==> config.mk <==
export PLATFORM = sky130hd
export DESIGN_NAME = counter_time_slice_scheduler_unit
export DESIGN_NICKNAME = d
export VERILOG_FILES = /design/src/sv/ctsu_pkg.sv /design/src/sv/ctsu_table.sv /design/src/sv/counter_time_slice_scheduler_unit.sv
export VERILOG_INCLUDE_DIRS = /design/src /design/src/sv
export SDC_FILE = /design/constraint.sdc
export NUM_CORES = 1
export LEC_CHECK = 0
export BUFFER_PORTS_ARGS = -buffer_cell sky130_fd_sc_hd__buf_2
export CAP_MARGIN = 20
export CORE_ASPECT_RATIO = 1.4
export CORE_UTILIZATION = 35
export DETAILED_ROUTE_END_ITERATION = 10
export MAX_ROUTING_LAYER = met4
export SYNTH_ARGS = -nofsm -noshare
export SYNTH_HDL_FRONTEND = slang
export SYNTH_SLANG_ARGS = --single-unit
export TNS_END_PERCENT = 50
==> constraint.sdc <==
create_clock -name i_clk -period 6 [get_ports i_clk]
set_input_delay 0.9 -clock i_clk [delete_from_list [all_inputs] [get_ports i_clk]]
set_output_delay 0.9 -clock i_clk [all_outputs]
set_load 0.02 [all_outputs]
==> src/sv/counter_time_slice_scheduler_unit_defines.svh <==
// Assertion helpers for the time-slice scheduler.
`ifndef COUNTER_TIME_SLICE_SCHEDULER_UNIT_DEFINES_SVH
`define COUNTER_TIME_SLICE_SCHEDULER_UNIT_DEFINES_SVH

`ifndef SYNTH
`define CTSU_ASSERT(lbl, prop, msg) \
    lbl: assert property (@(posedge i_clk) disable iff (!i_rst_n) prop) else $error(msg);
`define CTSU_ASSERT_NEXT(lbl, ante, cons, msg) \
    lbl: assert property (@(posedge i_clk) disable iff (!i_rst_n) ante |=> cons) \
        else $error(msg);
`else
`define CTSU_ASSERT(lbl, prop, msg)
`define CTSU_ASSERT_NEXT(lbl, ante, cons, msg)
`endif

`endif

==> src/sv/ctsu_pkg.sv <==
package ctsu_pkg;

    localparam logic [2:0] OP_DEFINE  = 3'd0;
    localparam logic [2:0] OP_ENQUEUE = 3'd1;
    localparam logic [2:0] OP_DEQUEUE = 3'd2;
    localparam logic [2:0] OP_TICK    = 3'd3;
    localparam logic [2:0] OP_PICK    = 3'd4;

    localparam logic [7:0] BASE_SLICE_RESET = 8'd5;

    // One slot of the task table.
    typedef struct packed {
        logic       queued;
        logic [3:0] recency;
        logic [7:0] prio;
        logic [8:0] counter;
    } t_entry;

    typedef enum logic [2:0] {
        ST_IDLE,
        ST_READ,
        ST_CHECK,
        ST_SWEEP,
        ST_FINISH
    } t_state;

    typedef enum logic [1:0] {
        SW_SCAN,
        SW_REFILL,
        SW_ENQ,
        SW_DEQ
    } t_sweep;

endpackage

==> src/sv/ctsu_table.sv <==
module ctsu_table
    import ctsu_pkg::*;
#(
    parameter int DEPTH = 16
) (
    input  logic                     i_clk,
    input  logic                     i_rst_n,
    input  logic                     i_we,
    input  logic [$clog2(DEPTH)-1:0] i_waddr,
    input  t_entry                   i_wdata,
    input  logic [$clog2(DEPTH)-1:0] i_raddr,
    output t_entry                   o_rdata
);

    t_entry             mem [DEPTH];
    t_entry             r_rd_data;
    logic [DEPTH-1:0]   r_written;
    logic               r_rd_written;

    always_ff @(posedge i_clk) begin
        if (i_we) begin
            mem[i_waddr] <= i_wdata;
        end
        r_rd_data <= mem[i_raddr];
    end

    // Per-entry written flags: an entry never written reads as all zero.
    always_ff @(posedge i_clk) begin
        if (!i_rst_n) begin
            r_written    <= '0;
            r_rd_written <= 1'b0;
        end else begin
            if (i_we) begin
                r_written[i_waddr] <= 1'b1;
            end
            r_rd_written <= r_written[i_raddr];
        end
    end

    assign o_rdata = r_rd_written ? r_rd_data : '0;

endmodule

==> src/sv/counter_time_slice_scheduler_unit.sv <==
// Task scheduler over MAX_TASKS slots kept in one synchronous table. An item is taken when
// start is high and busy is low; its single result appears for one cycle with o_done, and
// the receiver cannot stall it. Unknown operations go straight to the result. Define, tick
// and repeated enqueue/dequeue read the slot, check it and finish; a real enqueue or dequeue
// then sweeps all slots to update the recency ranks. Pick scans all slots, or, when the best
// counter is spent, scans, refills spent counters in a further sweep and scans again. busy
// falls at the end of the o_done cycle. With the single table read port every sweep visits
// one slot per cycle. The base slice is written through i_cfg_we/i_cfg_wdata; it must be
// written only while the block is idle, which the block itself does not enforce.
`include "counter_time_slice_scheduler_unit_defines.svh"

module counter_time_slice_scheduler_unit
    import ctsu_pkg::*;
#(
    parameter int MAX_TASKS = 16
) (
    input  logic       i_clk,
    input  logic       i_rst_n,
    input  logic       start,
    output logic       busy,
    output logic       o_done,
    input  logic [2:0] i_operation,
    input  logic [3:0] i_task_req,
    input  logic [7:0] i_priority_req,
    input  logic [8:0] i_initial_slice,
    output logic [3:0] o_chosen_task,
    output logic       o_chosen_valid,
    output logic       o_refilled,
    output logic       o_resched,
    output logic [8:0] o_slice_now,
    output logic [4:0] o_queued_count,
    input  logic       i_cfg_we,
    input  logic [7:0] i_cfg_wdata
);

    localparam int AW = $clog2(MAX_TASKS);
    localparam int CW = $clog2(MAX_TASKS + 1);
    localparam logic [AW-1:0] LAST_SLOT = AW'(MAX_TASKS - 1);
    localparam logic [CW-1:0] IDX_END   = CW'(MAX_TASKS);

    t_state         r_state, n_state;
    logic [2:0]     r_op;
    logic [AW-1:0]  r_t;
    logic [7:0]     r_prio_in;
    logic [8:0]     r_slice_in;
    t_sweep         r_mode;
    logic [CW-1:0]  r_idx;
    logic           r_pv;
    logic [AW-1:0]  r_pidx;
    logic [3:0]     r_rec_t;
    logic           r_found;
    logic [AW-1:0]  r_best_idx;
    logic [8:0]     r_best_cnt;
    logic [3:0]     r_best_rec;
    logic           r_refilled;
    logic [4:0]     r_qtotal;
    logic [7:0]     r_def;
    logic [3:0]     r_chosen;
    logic           r_cvalid;
    logic           r_rsched;
    logic [8:0]     r_slice_out;

    t_entry         rd;
    logic           mem_we;
    logic [AW-1:0]  mem_waddr;
    logic [AW-1:0]  mem_raddr;
    t_entry         mem_wdata;

    logic           req_ok;
    logic           sweep_end;
    logic           better;
    logic           scan_found;
    logic [AW-1:0]  scan_idx;
    logic [8:0]     scan_cnt;
    logic [3:0]     scan_rec;
    logic           refill_go;
    logic [8:0]     tick_cnt;

    ctsu_table #(
        .DEPTH (MAX_TASKS)
    ) u_table (
        .i_clk   (i_clk),
        .i_rst_n (i_rst_n),
        .i_we    (mem_we),
        .i_waddr (mem_waddr),
        .i_wdata (mem_wdata),
        .i_raddr (mem_raddr),
        .o_rdata (rd)
    );

    assign req_ok    = 8'(i_task_req) < 8'(MAX_TASKS);
    assign sweep_end = (r_state == ST_SWEEP) && r_pv && (r_pidx == LAST_SLOT);
    assign tick_cnt  = (rd.counter <= 9'd1) ? 9'd0 : rd.counter - 9'd1;

    // Best queued slot so far: larger counter wins, ties to the lower recency rank.
    assign better = r_pv && rd.queued &&
                    (!r_found || (rd.counter > r_best_cnt) ||
                     ((rd.counter == r_best_cnt) && (rd.recency < r_best_rec)));
    assign scan_found = r_found || better;
    assign scan_idx   = better ? r_pidx : r_best_idx;
    assign scan_cnt   = better ? rd.counter : r_best_cnt;
    assign scan_rec   = better ? rd.recency : r_best_rec;
    assign refill_go  = sweep_end && (r_mode == SW_SCAN) && scan_found &&
                        (scan_cnt == 9'd0) && !r_refilled;

    always_comb begin
        n_state = r_state;
        case (r_state)
            ST_IDLE: begin
                if (start) begin
                    if ((i_operation <= OP_TICK) && req_ok) begin
                        n_state = ST_READ;
                    end else if (i_operation == OP_PICK) begin
                        n_state = ST_SWEEP;
                    end else begin
                        n_state = ST_FINISH;
                    end
                end
            end
            ST_READ: begin
                n_state = ST_CHECK;
            end
            ST_CHECK: begin
                case (r_op)
                    OP_ENQUEUE: n_state = rd.queued ? ST_FINISH : ST_SWEEP;
                    OP_DEQUEUE: n_state = rd.queued ? ST_SWEEP : ST_FINISH;
                    default:    n_state = ST_FINISH;
                endcase
            end
            ST_SWEEP: begin
                if (sweep_end && !refill_go && (r_mode != SW_REFILL)) begin
                    n_state = ST_FINISH;
                end
            end
            ST_FINISH: begin
                n_state = ST_IDLE;
            end
            default: begin
                n_state = ST_IDLE;
            end
        endcase
    end

    always_comb begin
        busy      = (r_state != ST_IDLE);
        o_done    = (r_state == ST_FINISH);
        mem_raddr = (r_state == ST_READ) ? r_t : r_idx[AW-1:0];
        mem_we    = 1'b0;
        mem_waddr = r_t;
        mem_wdata = rd;
        case (r_state)
            ST_CHECK: begin
                if (r_op == OP_DEFINE) begin
                    mem_we            = 1'b1;
                    mem_wdata.prio    = r_prio_in;
                    mem_wdata.counter = r_slice_in;
                end else if (r_op == OP_TICK) begin
                    mem_we            = 1'b1;
                    mem_wdata.counter = tick_cnt;
                end
            end
            ST_SWEEP: begin
                mem_waddr = r_pidx;
                case (r_mode)
                    SW_ENQ: begin
                        mem_we = r_pv;
                        if (r_pidx == r_t) begin
                            mem_wdata.queued  = 1'b1;
                            mem_wdata.recency = 4'd0;
                        end else if (rd.queued) begin
                            mem_wdata.recency = rd.recency + 4'd1;
                        end
                    end
                    SW_DEQ: begin
                        mem_we = r_pv;
                        if (r_pidx == r_t) begin
                            mem_wdata.queued  = 1'b0;
                            mem_wdata.recency = 4'd0;
                        end else if (rd.queued && (rd.recency > r_rec_t)) begin
                            mem_wdata.recency = rd.recency - 4'd1;
                        end
                    end
                    SW_REFILL: begin
                        mem_we = r_pv && (rd.counter == 9'd0);
                        mem_wdata.counter = 9'(r_def) + 9'(rd.prio);
                    end
                    default: begin
                        mem_we = 1'b0;
                    end
                endcase
            end
            default: begin
                mem_we = 1'b0;
            end
        endcase
    end

    always_ff @(posedge i_clk) begin
        if (!i_rst_n) begin
            r_state  <= ST_IDLE;
            r_pv     <= 1'b0;
            r_qtotal <= '0;
            r_def    <= BASE_SLICE_RESET;
        end else begin
            r_state <= n_state;
            if (i_cfg_we) begin
                r_def <= i_cfg_wdata;
            end
            if ((r_state == ST_SWEEP) && !sweep_end) begin
                r_pv <= (r_idx != IDX_END);
            end else begin
                r_pv <= 1'b0;
            end
            if (r_state == ST_CHECK) begin
                if ((r_op == OP_ENQUEUE) && !rd.queued) begin
                    r_qtotal <= r_qtotal + 5'd1;
                end else if ((r_op == OP_DEQUEUE) && rd.queued) begin
                    r_qtotal <= r_qtotal - 5'd1;
                end
            end
        end
    end

    always_ff @(posedge i_clk) begin
        case (r_state)
            ST_IDLE: begin
                if (start) begin
                    r_op        <= i_operation;
                    r_t         <= AW'(i_task_req);
                    r_prio_in   <= i_priority_req;
                    r_slice_in  <= i_initial_slice;
                    r_chosen    <= '0;
                    r_cvalid    <= 1'b0;
                    r_refilled  <= 1'b0;
                    r_rsched    <= 1'b0;
                    r_slice_out <= '0;
                    r_idx       <= '0;
                    r_found     <= 1'b0;
                    r_mode      <= SW_SCAN;
                end
            end
            ST_CHECK: begin
                r_idx   <= '0;
                r_rec_t <= rd.recency;
                case (r_op)
                    OP_DEFINE: r_slice_out <= r_slice_in;
                    OP_TICK: begin
                        r_slice_out <= tick_cnt;
                        r_rsched    <= (rd.counter <= 9'd1);
                    end
                    OP_ENQUEUE: begin
                        r_slice_out <= rd.counter;
                        r_mode      <= SW_ENQ;
                    end
                    OP_DEQUEUE: begin
                        r_slice_out <= rd.counter;
                        r_mode      <= SW_DEQ;
                    end
                    default: r_slice_out <= '0;
                endcase
            end
            ST_SWEEP: begin
                if (r_idx != IDX_END) begin
                    r_idx  <= r_idx + CW'(1);
                    r_pidx <= r_idx[AW-1:0];
                end
                if ((r_mode == SW_SCAN) && r_pv) begin
                    r_found    <= scan_found;
                    r_best_idx <= scan_idx;
                    r_best_cnt <= scan_cnt;
                    r_best_rec <= scan_rec;
                end
                if (sweep_end) begin
                    r_idx <= '0;
                    if (refill_go) begin
                        r_mode     <= SW_REFILL;
                        r_refilled <= 1'b1;
                    end else if (r_mode == SW_REFILL) begin
                        r_mode  <= SW_SCAN;
                        r_found <= 1'b0;
                    end else if (r_mode == SW_SCAN) begin
                        r_chosen    <= scan_found ? 4'(scan_idx) : 4'd0;
                        r_cvalid    <= scan_found;
                        r_slice_out <= scan_found ? scan_cnt : 9'd0;
                    end
                end
            end
            default: begin
                r_idx <= r_idx;
            end
        endcase
    end

    assign o_chosen_task  = r_chosen;
    assign o_chosen_valid = r_cvalid;
    assign o_refilled     = r_refilled;
    assign o_resched      = r_rsched;
    assign o_slice_now    = r_slice_out;
    assign o_queued_count = r_qtotal;

    `CTSU_ASSERT_NEXT(a_accept_busy, start && !busy, busy, "accepted item did not raise busy")
    `CTSU_ASSERT_NEXT(a_done_pulse, o_done, !o_done && !busy, "result strobe longer than one cycle")
    `CTSU_ASSERT(a_valid_on_pick, (o_done && o_chosen_valid) |-> (r_op == OP_PICK), "choice without pick")
    `CTSU_ASSERT(a_sweep_no_overlap, (r_state == ST_SWEEP && mem_we) |-> (mem_waddr != mem_raddr), "sweep write hits read slot")
    `CTSU_ASSERT(a_qtotal_range, {2'b00, r_qtotal} <= 7'(MAX_TASKS), "queued count out of range")

endmodule

Word level (Yosys, flattened, before mapping)
Memories as Yosys holds them, arrays and structs flattened. A register that Yosys moved wholly into a read port is not among the register bits.
Index checks and enable logic that the tools add are counted.
Word-level totals
  flip-flop bits (word level): 107
  bits in latches: 0
  bits in writable memories: 352
  memory bits (read-only): 0
  input port bits: 36
  output and inout bits: 23
  memories: 1
Operators by class
  $add $sub $neg: 7
  $mul: 0
  divide/modulo/power cells: 0
  $lt $le $gt $ge: 8
  equal/unequal tests: 27
  shift operators: 0
  multiplexer cells: 81
  bitwise gates (word level): 1
  reductions and logical operators: 52
Memories
  u_table.mem: words 16, bits a word 22, read ports 1, clocked after Yosys merged registers in 1, wr ports 1, RTL line ctsu_table.sv:15  | t_entry mem [DEPTH];
Operator list (number)
  2-to-1 mux 9 bit: 11
  one-hot mux 9 bit (3 select lines): 2
  2-to-1 mux 4 bit: 13
  2-to-1 mux 5 bit: 6
  2-to-1 mux 22 bit: 1
  2-to-1 mux 1 bit: 20
  logical AND 1 bit: 18
  logical NOT 9 bit: 2
  2-to-1 mux 3 bit: 6
  one-hot mux 9 bit (2 select lines): 1
  2-to-1 mux 8 bit: 2
  OR 16 bit: 1
  one-hot mux 5 bit (3 select lines): 1
  AND reduction 2 bit: 7
  == test 3 x 2 -> 1 bit (second input constant): 4
  inequality test 2 bit (second input constant): 6
  one-hot mux 1 bit (2 select lines): 6
  one-hot mux 3 bit (4 select lines): 1
  AND reduction 6 bit: 2
  adder 5 x 1 -> 5 bit (second input constant): 2
  less-than comparator 4 x 5 -> 1 bit (second input constant): 2
  one-hot mux 5 bit (2 select lines): 1
  adder 8 x 8 -> 9 bit: 1
  == test 9 bit: 1
  37 further kinds: 59

Depth between registers and ports, before layout
Gate-level depths: netlist of the first run.
  word-level depth: 14
  mapped depth: 14
  gate-level depth less buffers: 10

By module
A second synthesis of the first run with hierarchy kept.
Unflattened totals
  cell total of the unflattened synthesis: 1189
  area, all modules: 19929.1 um^2
Modules (own cells, without submodules)
  ctsu_table: instances 1, cells each 660, area an instance 14457.6 um^2, sequential area each 11350.9 um^2
  counter_time_slice_scheduler_unit: instances 1, cells each 529, area an instance 5471.5 um^2, sequential area each 2532.4 um^2

Least setup slack after synthesis of the first run
No wires, ideal clock.
  kind: register to register
  from: register u_table.r_rd_written
  to: memory u_table.mem[0][0] (netlist bit) (data pin)
  arrival: 3221 ps
  path slack: 2431 ps
  stages on the path, launching flop included: 14
  path buffers: 4
  cell sequence: dfxtp_1 -> buf_2 -> clkbuf_1 -> clkbuf_1 -> nand2_1 -> ha_1 -> o21ba_2 -> o31ai_4 -> or2_1 -> buf_2 -> nor2_1 -> a211o_1 -> o21ai_1 -> a221oi_1
RTL lines
  from (decl): RTL line ctsu_table.sv:18  | logic r_rd_written;
  from (signal assigned): RTL line ctsu_table.sv:36  | r_rd_written <= r_written[i_raddr];
  to (decl): RTL line ctsu_table.sv:15

Final worst setup path of the first run
  from: register u_table.r_rd_written
  to: register r_slice_out[5] (netlist: o_slice_now[5]) (enable)
On the way
  cells in the longest elaborated chain, start to end: 11
  elaborated cells on any way between the ends: 17
RTL lines
  2-to-1 mux 22 bit (*): RTL line ctsu_table.sv:40  | assign o_rdata = r_rd_written ? r_rd_data : '0;
  greater-than comparator 9 bit (tied with other cells): RTL line counter_time_slice_scheduler_unit.sv:97  | (!r_found || (rd.counter > r_best_cnt) ||
  logical OR 1 bit or logical AND 1 bit (tied branches): RTL line counter_time_slice_scheduler_unit.sv:97, counter_time_slice_scheduler_unit.sv:98
  logical OR 1 bit: RTL line counter_time_slice_scheduler_unit.sv:97
  logical AND 1 bit: RTL line counter_time_slice_scheduler_unit.sv:96  | assign better = r_pv && rd.queued &&
  2-to-1 mux 9 bit or logical OR 1 bit (tied branches): RTL line counter_time_slice_scheduler_unit.sv:101, counter_time_slice_scheduler_unit.sv:99
  logical NOT 9 bit or logical AND 1 bit (tied branches): RTL line counter_time_slice_scheduler_unit.sv:104, counter_time_slice_scheduler_unit.sv:103
  logical AND 1 bit (*): RTL line counter_time_slice_scheduler_unit.sv:103  | assign refill_go = sweep_end && (r_mode == SW_SCAN) && scan_found &&
  logical AND 1 bit (*): RTL line counter_time_slice_scheduler_unit.sv:104  | (scan_cnt == 9'd0) && !r_refilled;
  inequality test 2 bit (no line) (*)
  AND reduction 6 bit (no line) (*)
  to (signal assigned): RTL line counter_time_slice_scheduler_unit.sv:246  | OP_DEFINE: r_slice_out <= r_slice_in;
  to (signal assigned): RTL line counter_time_slice_scheduler_unit.sv:248  | r_slice_out <= tick_cnt;
  to (signal assigned): RTL line counter_time_slice_scheduler_unit.sv:252  | r_slice_out <= rd.counter;
  to (decl): RTL line counter_time_slice_scheduler_unit.sv:61  | logic [8:0] r_slice_out;
Mark *: on every way between the ends. The rest lies on a longest branch, timed or not.
A chain may end at the register's enable or synchronous reset.

==> run summary, run 1 <==
ROUTING
---------------------------------------------------------------------------
Vias .........................................................        13500
Total detailed-routing wirelength ............................     54800 µm
Detail Route met3 WL .........................................      1990 µm
Number of nets with antenna violations after routing .........            0
Detailed-routed wire length on met2 ..........................     29100 µm
Met1 wire length .............................................     21800 µm
Vias per std cell ............................................         5.47
Wire per inst ................................................      22.3 µm
Drt first pass iters .........................................            7
Violation count after the first detailed-route iteration .....          887
Highest signal layer in the routed design ....................         met4
# DRC ........................................................            0

LAYOUT
---------------------------------------------------------------------------
Fraction of final layout cells sized beyond drive strength 1 .        0.120
Final instance area ..........................................    23600 µm²
Synth-to-layout area growth ..................................        13.1%
Number of antenna repair diodes ..............................            0
Non-filler cells in the finished layout ......................         2460
Utilization of the core after routing ........................        0.401
Layout Nets ..................................................         1746

SYNTH
---------------------------------------------------------------------------
Yosys warning count ..........................................            0
Cells after Synth ............................................         1635
Unique masters post-synth ....................................           74
Most used flip-flop cell after synthesis ..................... sky130_fd_sc_hd__edfxtp_1
Post-Synthesis Net Count .....................................         1705
Register area share after synthesis ..........................        0.666
Post-synthesis async set-or-reset flop share .................            0
Netlist area before placement ................................    20800 µm²
Mapped Avg Cell Area .........................................     12.7 µm²
EDFF count, synth ............................................          425
Flip-flop and latch count after synthesis ....................          481

CLOCKING
---------------------------------------------------------------------------
Buffer depth of the longest clock path .......................            3
CTS Root Cell ................................................ sky130_fd_sc_hd__clkbuf_16
Clock-pin slew on the worst setup and hold paths .............      0.06 ns
Skew-Pair Late Insertion Delay ...............................      0.56 ns
Buffers inserted during post-CTS setup optimization ..........            0
Cts-stage hold buffer count ..................................            0
Cts bufs inserted ............................................           44
CTS H-tree depth .............................................            2
CTS sink count ...............................................          481
Post-CTS resize count ........................................            0
Clock tree from TritonCTS ....................................         done

DIE
---------------------------------------------------------------------------
I/O pin count ................................................           59
Rows .........................................................          105
Die boundary width ...........................................       208 µm
Die height ...................................................       291 µm
Core area ....................................................    58700 µm²
Floorplan die area ...........................................    60500 µm²
Initial Utilization ..........................................        0.355

RUN
---------------------------------------------------------------------------
Max_cap viols ................................................            0

PLACED DESIGN
---------------------------------------------------------------------------
Post-placement cell area .....................................    22100 µm²
Number of port buffers .......................................           58
DP HPWL ......................................................     34900 µm
Placement-stage worst setup slack ............................      1.94 ns
RePlAce Congestion ...........................................        0.927
Placed insts .................................................         2375

CRITICAL PATH
---------------------------------------------------------------------------
Required arrival time at the worst endpoint ..................      6.19 ns
CP endpoint kind .............................................     register
Category of the critical setup timing path ................... register to register
Crit path launch ............................................. u_table.r_rd_written
Crit path arrival time .......................................      4.41 ns
Maximum fanout count along the critical path .................           31
Worst R2R Start .............................................. u_table.r_rd_written
Critical Path Source Type ....................................     register

TIMING
---------------------------------------------------------------------------
Time the final worst path needs with I/O delays and setup ....      4.22 ns
Setup violation total in the final timing report .............            0
Worst clock skew on the final layout .........................    0.0202 ns
Final hold vios ..............................................            0
Post-route clock period utilization ..........................        0.704
Worst slew margin relative to its limit ......................        0.229
Final slew viol count ........................................            0
Maximum clock frequency ......................................      237 MHz
Post-route worst hold slack ..................................     0.456 ns
RSZ-0062 raised after global routing .........................        false
Total Negative Setup Slacks ..................................         0 ns
Worst slew pin tran ..........................................      1.15 ns
Setup slack of the critical path after layout ................      1.78 ns

GRT
---------------------------------------------------------------------------
Largest net degree at the start of global routing ............          128
Via count of the first global-routing pass ...................        13500
Antenna violations before repair .............................            0
Total track usage ............................................        0.185
First-pass GRT wire length ...................................     82800 µm
Congestion Overflow GR .......................................            0

POWER AND IR DROP
---------------------------------------------------------------------------
Int Power ....................................................      5.90 mW
Comb pwr share ...............................................        0.176
Clock network power share ....................................        0.338
Final Power ..................................................      8.25 mW
Net switching power figure ...................................      2.36 mW
Pwr/cell area ................................................   350 nW/µm²
Leakage ......................................................      8.11 nW
Share of total power consumed by net switching ...............        0.286
Proportion of power drawn by flip-flops and latches ..........        0.486
Maximum VDD drop .............................................       254 µV

MIN PATH
---------------------------------------------------------------------------
Classification of the worst-slack hold path .................. register to register
Worst hold path startpoint ................................... u_table.r_written[7]

STATUS
---------------------------------------------------------------------------
Result of the run ............................................ finished, final reports clean

==> cells by family (layout without fill, tap and decap cells) <==
group                      after synthesis  in the layout  share of synthesized area
xor gates and xnor gates                21             21                    0.00883
and+or+nand+nor                        496            496                      0.113
adders and majority gates               34             34                     0.0211
DFF                                    481            481                      0.666
muxes                                   38             38                     0.0191
buffers and inverters                  147            223                     0.0309
AOI/OAI and AO/OA                      418            418                      0.141
==> final timing paths <==
path | depth (start not counted) | endpoint | slack, ns
setup / recovery | 11 | o_slice_now[5] | 1.78
hold / removal | 1 | u_table.r_written[7] | 0.46
setup reg to reg | 11 | o_slice_now[5] | 1.78
hold reg to reg | 1 | u_table.r_written[7] | 0.46
==> metal layers <==
metal  GRT usage  vias to the layer above
met4      0.0688                        0
met1       0.210                     6787
met3      0.0190                       89
li1            -                     6267
met2       0.335                      319
met5           -                        -
==> cell usage after synthesis, types with 4 or more instances <==
cell                        count  area [µm²]
sky130_fd_sc_hd__buf_2         31         155
sky130_fd_sc_hd__or3_1          6        37.5
sky130_fd_sc_hd__o211ai_1       5        37.5
sky130_fd_sc_hd__nand2_1      236         886
sky130_fd_sc_hd__buf_4          8        60.1
sky130_fd_sc_hd__a21o_1         8        60.1
sky130_fd_sc_hd__clkbuf_1      61         229
sky130_fd_sc_hd__xnor2_1        6        52.6
sky130_fd_sc_hd__a221oi_1       7        61.3
sky130_fd_sc_hd__mux2_2        13         146
sky130_fd_sc_hd__xor2_1        15         131
sky130_fd_sc_hd__and3_1         9        56.3
sky130_fd_sc_hd__o21bai_1       4        30.0
sky130_fd_sc_hd__nor2b_1        8        50.1
sky130_fd_sc_hd__o2bb2ai_1      5        43.8
sky130_fd_sc_hd__a211oi_1     117         878
sky130_fd_sc_hd__and2_0        38         238
sky130_fd_sc_hd__o221ai_1       6        52.6
sky130_fd_sc_hd__a31oi_1       53         332
sky130_fd_sc_hd__and2_1        73         457
sky130_fd_sc_hd__o21ai_0       26         130
sky130_fd_sc_hd__a21oi_1       80         400
sky130_fd_sc_hd__mux2i_1       24         240
sky130_fd_sc_hd__edfxtp_1     425       12800
sky130_fd_sc_hd__dfxtp_1       56        1120
sky130_fd_sc_hd__o22ai_1        9        56.3
sky130_fd_sc_hd__o21a_1        18         135
sky130_fd_sc_hd__nor3_1        12        60.1
sky130_fd_sc_hd__o31ai_1        5        37.5
sky130_fd_sc_hd__nor3b_1        7        52.6
sky130_fd_sc_hd__ha_1          32         400
sky130_fd_sc_hd__nand3_1       16        80.1
sky130_fd_sc_hd__nor2_1        64         240
sky130_fd_sc_hd__nand2b_1       7        43.8
sky130_fd_sc_hd__inv_1         41         154
sky130_fd_sc_hd__a311oi_1      47         412
==> critical path, cell delays in order (launching register included) <==
cell and delay, ns:
sky130_fd_sc_hd__dfxtp_1 0.48, sky130_fd_sc_hd__buf_4 0.39, sky130_fd_sc_hd__nand2_1 0.17, sky130_fd_sc_hd__inv_1 0.17, sky130_fd_sc_hd__ha_1 0.19, sky130_fd_sc_hd__nand4_1 0.19
sky130_fd_sc_hd__nor2_1 0.19, sky130_fd_sc_hd__a31oi_1 0.10, sky130_fd_sc_hd__o21ai_1 0.19, sky130_fd_sc_hd__nand2_1 0.58, sky130_fd_sc_hd__o221ai_2 0.62, sky130_fd_sc_hd__and3_1 0.55
==> cell usage in the layout (no fill, tap or decap), drive strengths merged, types with 5 or more instances in the layout <==
master	count
a311oi	47
o2bb2ai	5
o211ai	5
nand2b	7
or3	6
o31ai	6
nor2	64
a221oi	7
nand2	236
buf	99
dfxtp	56
ha	32
a31oi	53
nand3	16
nor3	12
xor2	15
o221ai	7
and3	9
a21o	8
inv	44
a211oi	117
o21a	18
xnor2	6
and2	111
nor2b	8
edfxtp	425
clkbuf	55
nor3b	8
a21oi	80
mux2i	24
mux2	14
o21ai	28
o22ai	9
clkinv	18
==> power groups by stage <==
stage | sequential, mW | clock [mW] | combinational, mW
floorplan | 4.03 | 0 | 0.975
CTS | 4.01 | 2.84 | 1.45
finish | 4.01 | 2.79 | 1.45
detailed placement | 4.09 | 0 | 1.45
global placement | 4.08 | 0 | 1.43
global route | 4.02 | 2.95 | 1.59
==> sequential cells by signal, summed over array words and instances (netlist names), 4 cells and up <==
name and flops:
u_table.mem 352, r_best_cnt 9, r_rec_t 4, r_pidx 4, o_queued_count 5, r_best_idx 4
r_t 4, r_best_rec 4, r_def 8, o_chosen_task 4, r_slice_in 9, r_idx 5
u_table.r_written 16, r_prio_in 8, o_slice_now 9, u_table.r_rd_data 22
==> cell type report <==
type	count	area, µm²
Timing Repair Buffer	99	671
Clock inverter	26	223
Tap cell	749	937
Inverter	43	161
Sequential cell	481	13900
Clock buffer	55	1190
Multi-Input combinational cell	1007	6500
Fill cell	5506	35200
Power figures use the tool's default switching activity.
==> run 2: changes to the inputs <==
==> constraint.sdc (replaced) <==
create_clock -name i_clk -period 4.1 [get_ports i_clk]
set_input_delay 0.615 -clock i_clk [delete_from_list [all_inputs] [get_ports i_clk]]
set_output_delay 0.615 -clock i_clk [all_outputs]
set_load 0.02 [all_outputs]
==> run summary, run 2 (synthesis results as in run 1) <==
CRITICAL PATH
---------------------------------------------------------------------------
Crit path launch ............................................. u_table.r_rd_written
Cell with the largest stage delay on the worst path .......... sky130_fd_sc_hd__dfxtp_1
Required arrival time at the worst endpoint ..................      4.31 ns   -1.88 ns
CP endpoint kind .............................................     register
Maximum fanout count along the critical path .................           16   -48%
Worst R2R End ................................................ o_slice_now[5]
Number of buffers and inverters on the critical path .........            2   unchanged
Crit-path leading delay family ............................... simple AND/OR/NAND/NOR gates
Worst R2R Start .............................................. u_table.r_rd_written
Critical path capture point .................................. o_slice_now[5]
Critical Path Source Type ....................................     register
Worst setup slack for register-to-register paths .............      0.49 ns   -1.29 ns
List of cells traversed by the critical path ................. buf_4 -> nand2_1 -> inv_1 -> ha_1 -> nand4_1 -> nor2_1 -> nand3_1 -> or3_1 -> and2_1 -> o221ai_2 -> and3_1
Category of the critical setup timing path ................... register to register
Slowest Stage Delay on Critical Path .........................      0.68 ns   +0.06 ns
Stages on worst setup path ...................................           11   unchanged
Crit path arrival time .......................................      3.82 ns   -0.59 ns
Worst reg2reg path depth .....................................           11   unchanged

TIMING
---------------------------------------------------------------------------
RSZ-0062 raised after global routing .........................        false
Post-route clock period utilization ..........................        0.880   +0.176
Maximum clock frequency ......................................      277 MHz   +17%
Final hold vios ..............................................            0   unchanged
Time the final worst path needs with I/O delays and setup ....      3.61 ns   -0.614 ns
Worst clock skew on the final layout .........................    0.0125 ns   -0.00770 ns
Final slew viol count ........................................            0   unchanged
Worst slew margin relative to its limit ......................        0.291   +0.0615
Total Negative Setup Slacks ..................................         0 ns   unchanged
Setup violation total in the final timing report .............            0   unchanged
Worst slew pin tran ..........................................      1.05 ns   -0.101 ns
Setup slack of the critical path after layout ................     0.493 ns   -1.29 ns

CLOCKING
---------------------------------------------------------------------------
Clock tree from TritonCTS ....................................         done
CTS H-tree depth .............................................            2   unchanged
Post-CTS resize count ........................................            0   unchanged
Cts bufs inserted ............................................           44   unchanged
CTS Root Cell ................................................ sky130_fd_sc_hd__clkbuf_16
Skew-Pair Late Insertion Delay ...............................      0.56 ns   about the same
Cts-stage hold buffer count ..................................            0   unchanged
Clock-pin slew on the worst setup and hold paths .............      0.06 ns   about the same
Buffer depth of the longest clock path .......................            3   unchanged
Buffers inserted during post-CTS setup optimization ..........            0   unchanged
CTS sink count ...............................................          481   unchanged

POWER AND IR DROP
---------------------------------------------------------------------------
Leakage ......................................................      8.35 nW   +2.9%
Pwr/cell area ................................................   506 nW/µm²   +44%
Maximum VDD drop .............................................       361 µV   +42%
Comb pwr share ...............................................        0.180   +0.004
Int Power ....................................................      8.73 mW   +48%
Proportion of power drawn by flip-flops and latches ..........        0.485   about the same
Share of total power consumed by net switching ...............        0.279   -0.00617
Net switching power figure ...................................      3.39 mW   +44%
Clock network power share ....................................        0.335   -0.003

ROUTING
---------------------------------------------------------------------------
Violation count after the first detailed-route iteration .....          844   -4.8%
Total detailed-routing wirelength ............................     53900 µm   -1.7%
# DRC ........................................................            0   unchanged
Vias .........................................................        13600   +1.0%
Vias per std cell ............................................         5.44   -0.54%
Wire per inst ................................................      21.6 µm   -3.2%
Number of nets with antenna violations after routing .........            0   unchanged
Drt first pass iters .........................................            5   -2

DIE
---------------------------------------------------------------------------
Initial Utilization ..........................................        0.355   unchanged
Core area ....................................................    58700 µm²   unchanged
Die height ...................................................       291 µm   unchanged
Floorplan die area ...........................................    60500 µm²   unchanged
Rows .........................................................          105   unchanged
I/O pin count ................................................           59   unchanged
Die boundary width ...........................................       208 µm   unchanged

PLACED DESIGN
---------------------------------------------------------------------------
RePlAce Congestion ...........................................        0.919   -0.92%
Placement-stage worst setup slack ............................     0.497 ns   -1.44 ns
DP HPWL ......................................................     34100 µm   -2.1%
Post-placement cell area .....................................    22500 µm²   +1.9%
Placed insts .................................................         2412   +1.6%
Number of port buffers .......................................           58   unchanged

LAYOUT
---------------------------------------------------------------------------
Top Registers ................................................ u_table.mem x352, u_table.r_rd_data x22, u_table.r_written x16
Utilization of the core after routing ........................        0.408   +0.00690
Number of flip-flops under the largest register name .........          352   unchanged
Largest register by flop count ...............................  u_table.mem
Final instance area ..........................................    24000 µm²   +1.7%
Leading cell types in the layout, fill and taps excluded ..... sky130_fd_sc_hd__edfxtp_1 (425), sky130_fd_sc_hd__nand2_1 (236), sky130_fd_sc_hd__a211oi_1 (117)
Most common cell after layout, fill and taps aside ........... sky130_fd_sc_hd__edfxtp_1
Synth-to-layout area growth ..................................        15.0%
Number of antenna repair diodes ..............................            0   unchanged
Fraction of final layout cells sized beyond drive strength 1 .        0.137   +0.0168
Non-filler cells in the finished layout ......................         2498   +1.5%
Layout Nets ..................................................         1783   +2.1%

GRT
---------------------------------------------------------------------------
First-pass GRT wire length ...................................     82000 µm   -1.0%
Total track usage ............................................        0.182   -0.00299
Largest net degree at the start of global routing ............           71   -45%
Via count of the first global-routing pass ...................        13400   -0.83%
Antenna violations before repair .............................            0   unchanged
Congestion Overflow GR .......................................            0   unchanged

RUN
---------------------------------------------------------------------------
Max_cap viols ................................................            0   unchanged

STATUS
---------------------------------------------------------------------------
Result of the run ............................................ finished, final reports clean

MIN PATH
---------------------------------------------------------------------------
Classification of the worst-slack hold path .................. primary input to register

-- run 2: metrics by stage --
step / total power, mW / hold slack, ns
detailed placement: 8.16 / 0.445
global route: 12.6 / 0.217
global placement: 8.13 / 0.439
floorplan: 7.32 / 0.432
CTS: 12.2 / 0.209
finish: 12.1 / 0.230
-- run 2: power groups by stage --
stage	clock, mW	sequential [mW]	combinational, mW
after floorplan	0	5.90	1.43
after global placement	0	5.99	2.14
after detailed placement	0	5.98	2.17
after CTS	4.13	5.88	2.18
after global routing	4.30	5.90	2.39
final	4.06	5.88	2.18
-- run 2: final cells by class --
cell class	instances	area [µm²]
well taps	749	937
multi-input cells	1007	6500
repair buffers	136	1070
clock buffers	56	1210
fillers	5411	34800
clock inverters	26	211
flip-flops and latches	481	13900
inverters	43	161
-- run 2: worst min-delay path by stage --
stage,start,endpoint,slack (ns),depth (start not counted)
finish,i_initial_slice[8],r_slice_in[8],0.23,1
global route,i_priority_req[7],r_prio_in[7],0.22,1
detailed placement,u_table.r_written[11],u_table.r_written[11],0.44,1
CTS,i_initial_slice[6],r_slice_in[6],0.21,1
floorplan,u_table.r_written[11],u_table.r_written[11],0.43,1
global placement,u_table.r_written[7],u_table.r_written[7],0.44,1
-- run 2: routing by layer --
layer	vias to the layer above	track usage	wire length, µm
li1	6326	-	-
met4	0	0.0663	1790
met2	363	0.324	28100
met5	-	-	0
met3	105	0.0207	2310
met1	6802	0.211	21600
-- run 2: worst reg2reg max path, cell delays in order (launching register included) --
cell                       delay, ns
sky130_fd_sc_hd__dfxtp_1        0.68
sky130_fd_sc_hd__buf_4          0.30
sky130_fd_sc_hd__nand2_1        0.14
sky130_fd_sc_hd__inv_1          0.14
sky130_fd_sc_hd__ha_1           0.15
sky130_fd_sc_hd__nand4_1        0.17
sky130_fd_sc_hd__nor2_1         0.18
sky130_fd_sc_hd__nand3_1        0.13
sky130_fd_sc_hd__or3_1          0.38
sky130_fd_sc_hd__and2_1         0.17
sky130_fd_sc_hd__o221ai_2       0.32
sky130_fd_sc_hd__and3_1         0.50
